## config.mk

```make
export PLATFORM = sky130hd
export DESIGN_NAME = wsu_mac
export DESIGN_NICKNAME = d
export VERILOG_FILES = /design/src/rtl/core/wave_stencil_2nd_time_10th_space_unit_defines.svh /design/src/rtl/core/wsu_pkg.sv /design/src/rtl/core/wsu_mac.sv
export SDC_FILE = /design/constraint.sdc
export NUM_CORES = 2
export LEC_CHECK = 0
export ABC_AREA = 1
export BUFFER_PORTS_ARGS = -buffer_cell sky130_fd_sc_hd__buf_2
export CAP_MARGIN = 20
export CORE_ASPECT_RATIO = 2
export CORE_MARGIN = 5
export CORE_UTILIZATION = 59
export CTS_CLUSTER_DIAMETER = 200
export DETAILED_ROUTE_END_ITERATION = 10
export PLACE_DENSITY = 0.8
export SLEW_MARGIN = 10
export SYNTH_ARGS = -nofsm -noshare
export SYNTH_HDL_FRONTEND = slang
export SYNTH_SLANG_ARGS = --single-unit
```

## constraint.sdc

```tcl
create_clock -name clock -period 9.9 [get_ports clock]
set_input_delay 1.98 -clock clock [delete_from_list [all_inputs] [get_ports clock]]
set_output_delay 1.98 -clock clock [all_outputs]
set_load 0.01 [all_outputs]
```

## src/rtl/core/wave_stencil_2nd_time_10th_space_unit_defines.svh

```systemverilog
// Assertion macros shared by the wave stencil RTL.
// No dependencies; included by the modules that carry assertions.
`ifndef WAVE_STENCIL_2ND_TIME_10TH_SPACE_UNIT_DEFINES_SVH
`define WAVE_STENCIL_2ND_TIME_10TH_SPACE_UNIT_DEFINES_SVH

// Condition that must hold at every clock edge outside reset.
`define WSU_ASSERT_ALWAYS(label, clk, rst, cond, msg) \
   label: assert property (@(posedge clk) disable iff (rst) (cond)) else $error(msg);

// Condition that must hold in the cycle after a trigger.
`define WSU_ASSERT_NEXT(label, clk, rst, ante, cons, msg) \
   label: assert property (@(posedge clk) disable iff (rst) (ante) |=> (cons)) else $error(msg);

`endif

```

## src/rtl/core/wsu_pkg.sv

```systemverilog
// Shared types, widths and coefficient table for the wave stencil unit.
// No dependencies.
package wsu_pkg;

   localparam int DEFAULT_MAX_ROW_LEN = 1024;
   localparam int MIN_DIM    = 11;
   localparam int RADIUS     = 5;
   localparam int SAMPLE_W   = 32;
   localparam int VEL_W      = 24;
   localparam int ROW_W      = 16;
   localparam int LEN_REG_W  = 11;
   localparam int REQ_DATA_W = 2 * SAMPLE_W + VEL_W;
   localparam int SUM_W      = SAMPLE_W + 2;
   localparam int LAP_W      = 40;
   localparam int RES_W      = 42;
   localparam int MUL_A_W    = 33;
   localparam int MUL_B_W    = 21;
   localparam int PROD_W     = MUL_A_W + MUL_B_W;
   localparam int WIDE_W     = 68;
   localparam int SPLIT_S    = 17;
   localparam int SPLIT_L    = 20;
   localparam int Q30_SHIFT  = 30;
   localparam int Q24_SHIFT  = 24;
   localparam int TERM_W     = 3;

   localparam logic REG_ROW_LENGTH = 1'b0;
   localparam logic REG_ROW_COUNT  = 1'b1;

   typedef logic [1:0] mul_sel_type;
   localparam mul_sel_type MUL_S_HI = 2'd0;
   localparam mul_sel_type MUL_S_LO = 2'd1;
   localparam mul_sel_type MUL_V_HI = 2'd2;
   localparam mul_sel_type MUL_V_LO = 2'd3;

   typedef struct packed {
      logic              lap_clr;
      logic              s_first;
      logic              s_second;
      logic              mul_en;
      mul_sel_type       mul_sel;
      logic              acc;
      logic              d_load;
      logic [TERM_W-1:0] term;
   } mac_ctrl_type;

   // Q2.30 stencil weights; term 0 is the center weight, subtracted from the sum
   function automatic logic signed [SAMPLE_W-1:0] coef_at(input logic [TERM_W-1:0] k);
      logic signed [SAMPLE_W-1:0] c;
      case (k)
         3'd0:    c = 32'sd1571540465;
         3'd1:    c = 32'sd1789569707;
         3'd2:    c = -32'sd255652815;
         3'd3:    c = 32'sd42608803;
         3'd4:    c = -32'sd5326100;
         3'd5:    c = 32'sd340870;
         default: c = '0;
      endcase
      return c;
   endfunction

endpackage

```

## src/rtl/core/wsu_mac.sv

```systemverilog
// Stencil arithmetic: neighbor sums, shared multiplier, Laplacian accumulator,
// velocity scaling and saturation. Depends on wsu_pkg.
module wsu_mac
   import wsu_pkg::*;
(
   input  logic                       clock,
   input  mac_ctrl_type               ctrl,
   input  logic signed [SAMPLE_W-1:0] rd_a,
   input  logic signed [SAMPLE_W-1:0] rd_b,
   input  logic        [VEL_W-1:0]    vel,
   input  logic signed [SAMPLE_W-1:0] prev,
   output logic signed [SAMPLE_W-1:0] new_sample,
   output logic                       saturated
);

   logic signed [SUM_W-2:0]  s_part_ff, s_part_in;
   logic signed [SUM_W-1:0]  s_ff, s_in;
   logic signed [SAMPLE_W-1:0] c_ff;
   logic signed [PROD_W-1:0] hi_ff, lo_ff, prod;
   logic signed [LAP_W-1:0]  lap_ff, lap_in, d_ff, d_in, term_q;
   logic signed [MUL_A_W-1:0] mul_x;
   logic signed [MUL_B_W-1:0] mul_y;
   logic signed [WIDE_W-1:0] hi_ext, lo_ext, rnd_q30, rnd_q24, term_wide, d_wide;
   logic signed [RES_W-1:0]  res, res_max, res_min;

   assign rnd_q30 = 68'sd1 <<< (Q30_SHIFT - 1);
   assign rnd_q24 = 68'sd1 <<< (Q24_SHIFT - 1);
   assign res_max = 42'sd2147483647;
   assign res_min = -42'sd2147483648;

   always_comb begin
      case (ctrl.mul_sel)
         MUL_S_HI: begin
            mul_x = MUL_A_W'(coef_at(ctrl.term));
            mul_y = MUL_B_W'(s_ff >>> SPLIT_S);
         end
         MUL_S_LO: begin
            mul_x = MUL_A_W'(coef_at(ctrl.term));
            mul_y = $signed({{(MUL_B_W-SPLIT_S){1'b0}}, s_ff[SPLIT_S-1:0]});
         end
         MUL_V_HI: begin
            mul_x = $signed({{(MUL_A_W-VEL_W){1'b0}}, vel});
            mul_y = MUL_B_W'(lap_ff >>> SPLIT_L);
         end
         default: begin
            mul_x = $signed({{(MUL_A_W-VEL_W){1'b0}}, vel});
            mul_y = $signed({{(MUL_B_W-SPLIT_L){1'b0}}, lap_ff[SPLIT_L-1:0]});
         end
      endcase
   end

   assign prod      = PROD_W'(mul_x) * PROD_W'(mul_y);
   assign hi_ext    = WIDE_W'(hi_ff);
   assign lo_ext    = WIDE_W'(lo_ff);
   assign term_wide = (hi_ext <<< SPLIT_S) + lo_ext + rnd_q30;
   assign d_wide    = (hi_ext <<< SPLIT_L) + lo_ext + rnd_q24;
   assign term_q    = LAP_W'(term_wide >>> Q30_SHIFT);
   assign lap_in    = ctrl.lap_clr ? '0 :
                      (ctrl.term == '0) ? lap_ff - term_q : lap_ff + term_q;
   assign d_in      = LAP_W'(d_wide >>> Q24_SHIFT);
   assign s_part_in = (SUM_W-1)'(rd_a) + (SUM_W-1)'(rd_b);
   assign s_in      = SUM_W'(s_part_ff) + SUM_W'(rd_a) + SUM_W'(rd_b);

   always_ff @(posedge clock) begin
      if (ctrl.s_first) begin
         s_part_ff <= s_part_in;
         if (ctrl.term == '0) begin
            c_ff <= rd_a;
         end
      end
      if (ctrl.s_second) begin
         s_ff <= s_in;
      end
      if (ctrl.mul_en) begin
         if (ctrl.mul_sel == MUL_S_HI || ctrl.mul_sel == MUL_V_HI) begin
            hi_ff <= prod;
         end else begin
            lo_ff <= prod;
         end
      end
      if (ctrl.acc || ctrl.lap_clr) begin
         lap_ff <= lap_in;
      end
      if (ctrl.d_load) begin
         d_ff <= d_in;
      end
   end

   assign res = (RES_W'(c_ff) <<< 1) - RES_W'(prev) + RES_W'(d_ff);

   always_comb begin
      saturated = 1'b0;
      new_sample = SAMPLE_W'(res);
      if (res > res_max) begin
         new_sample = SAMPLE_W'(res_max);
         saturated = 1'b1;
      end else if (res < res_min) begin
         new_sample = SAMPLE_W'(res_min);
         saturated = 1'b1;
      end
   end

endmodule

```

==> results_dict.tcl <==
set metrics [dict create \
    outcome "complete, no violations" \
    grt_max_degree 52 \
    min_to "s_ff[1]" \
    num-nets-final 8340 \
    ys.flop_type "edfxtp_1" \
    hold_viol_final 0 \
    r2r_cells 29 \
    clockBufferDepth 3 \
    timing.final.crit_share 0.960 \
    most-common-layout-cells "1520 x inv_1, 1481 x nand2_1, 750 x fa_1" \
    critPathMaxFanout 18 \
    synth_edf_count 267 \
    netlist_instances 6692 \
    skew_ns 0.0249 \
    hpwl_mm 178 \
    gp_congestion 1.11 \
    cp_slowest_cell "fa_1" \
    h-tree-depth 1 \
    ys_warn_count 0 \
    place_inst 8149 \
    maxSlewViolCount 0 \
    nFillCells 7938 \
    pre_cts_ws_ns 0.000995 \
    rsz0062_at_grt "false" \
    end_kind "register" \
    ctsResizeCount 0 \
    wl_met3_mm 13.5 \
    wl_per_cell_microns 25.1 \
    avgSynthCellArea_sq_um 7.72 \
    hold_depth 2 \
    fmax_mhz 105 \
    yosysSeqAreaShare 0.155 \
    cts_tree "yes" \
    ant_nets 0 \
    grt_pass1_wl_mm 305 \
    cts_setup_buffers 0 \
    io_pins 165 \
    die_y_microns 429 \
    synth_area_sq_um 51700 \
    hold_start "s_part_ff[1]" \
    clk_pin_slew_worst_paths_ns 0.07 \
    synth_largest_area_cell "fa_1" \
    areaGrowthSynthToFinish_pct 9.05 \
    setup_viol 0 \
    path_class "primary input to register" \
    required_ns 10.22 \
    cp.buffers_inverters 9 \
    fin_cells 8197 \
    postCtsHoldBufs 0 \
    die_area_sq_um 94000 \
    antenna_found_initial 10 \
    tightest_slew_ns 1.10 \
    hp-class "register to register" \
    fin_crit_ns 9.50 \
    reg2reg_slack_ns 1.66 \
    top_layer "met5" \
    grtUsageTotal 0.440 \
    critPathMostFrequentCell "fa_1" \
    r2r-end "hi_ff[43]" \
    start_util 0.595 \
    crit_path_start_kind "primary input" \
    cts.sinks 267 \
    final_common_cell "inv_1" \
    drtIter0Drc 3760 \
    drive_gt1_frac 0.0779 \
    portBuffers 164 \
    slew_headroom 0.266 \
    critical_path.top_delay_family "adder cells" \
    wl_mm 206 \
    wl_met2_mm 101 \
    critical_path.max_stage_delay_ns 0.81 \
    cts-buffers-inserted 24 \
    synthTopCellsByArea "fa_1 29%, edfxtp_1 16%, inv_1 11%" \
    grt_overflow 0 \
    worst_slack_ns 0.398 \
    die_w_microns 219 \
    coreArea_sq_um 86900 \
    r2r_start "lap_ff[30]" \
    cp.arrival_ns 9.82 \
    cts-root-buf "clkbuf_16" \
    fin_setup_tns_ns 0 \
    rows 153 \
    first_pass_iters 6 \
    first_global_vias 51467 \
    async_flop_share 0 \
    synth_nets 8019 \
    vias 47406 \
    via_per_inst 5.78 \
    synth_seq_cells 267 \
    synth_top_area_frac 0.291 \
    route.detailed.drc 0 \
    cap_violations 0 \
    synthDistinctLibCells 57 \
    drt-met1-wl_mm 58.3 \
    clk_latency_ns 0.59 \
]
## sequential cells by signal, summed over array words and instances (netlist names)
name       cells
hi_ff         51
s_part_ff     33
c_ff          32
d_ff          40
lo_ff         37
lap_ff        40
s_ff          34
## cells in the mapped netlist, types with 3 or more instances
library cell	number
or2_2	15
nor4_1	20
o2111ai_1	3
a21oi_1	373
nand2_2	24
clkinv_1	19
xor2_1	151
a21o_1	30
o21ai_2	4
and3_1	4
nor3_2	4
buf_6	6
clkbuf_1	88
inv_2	16
nor2_4	5
fa_1	750
nand3b_1	12
o21a_1	24
a21boi_1	6
nor2_2	14
nor3_1	38
ha_1	445
o211ai_1	16
o21ai_1	24
o21ai_0	224
nor2_1	691
buf_1	6
xnor2_1	79
buf_2	7
nand3_1	152
o31ai_1	5
inv_1	1520
a31oi_1	39
edfxtp_1	267
nand4_1	55
a21boi_0	13
nand3_2	3
a31o_2	3
and2_1	4
o21bai_1	19
a221oi_1	6
nand2_1	1481
o221ai_1	8
a211oi_1	3
## metal layers
metal | vias up | global-route usage
met1 | 22512 | 0.389
met5 | - | 0
met4 | 8 | 0.517
li1 | 21213 | -
met3 | 1234 | 0.0825
met2 | 2439 | 0.758
## cell families (layout without fill, tap and decap cells)
group	count (synthesis)	after routing	synth area share
AND/OR/NAND/NOR	2526	2526	0.198
buffers and inverters	1663	2002	0.122
adder cells (fa/ha/maj)	1195	1195	0.398
AO/OA/AOI/OAI	810	810	0.0877
flip-flops	267	267	0.155
XOR/XNOR	231	231	0.0393
other	0	4	0
## area by class of cell
cell class | count | area [sq um] | area share
Inverter | 1555 | 5840 | 0.104
Antenna cell | 4 | 10.0 | 0.000178
Tap cell | 1162 | 1450 | 0.0258
Sequential cell | 267 | 8020 | 0.142
Clock buffer | 25 | 626 | 0.0111
Clock inverter | 19 | 166 | 0.00295
Timing Repair Buffer | 403 | 2850 | 0.0506
Multi-Input combinational cell | 4762 | 37400 | 0.663
## worst min-delay path, stage by stage (launching register included)
cell and delay, ns:
edfxtp_1 0.34, fa_1 0.16, ha_1 0.15
## metrics by stage
stage	hold slack [ns]	util	area, sq um
after floorplan	0.693	-	51700
after global placement	0.761	0.639	55500
after detailed placement	0.746	0.639	55500
after CTS	0.769	0.648	56300
after global routing	0.798	0.648	56300
final	0.774	0.648	56300
## worst max-delay path by stage
stage / startpoint / end / slack [ns] / cells past startpoint
after detailed placement: ctrl[5] / hi_ff[43] / 0.001 / 31
after global routing: ctrl[6] / lo_ff[43] / 0.08 / 31
after global placement: ctrl[6] / hi_ff[43] / 0.07 / 29
after CTS: ctrl[6] / lo_ff[43] / 0.59 / 30
final: ctrl[6] / hi_ff[43] / 0.40 / 31
after floorplan: ctrl[6] / lo_ff[53] / 0.72 / 30
Power is left out: the tool's default activity adds up to more than one toggle a clock period on the data nets, which glitch-free logic cannot reach.
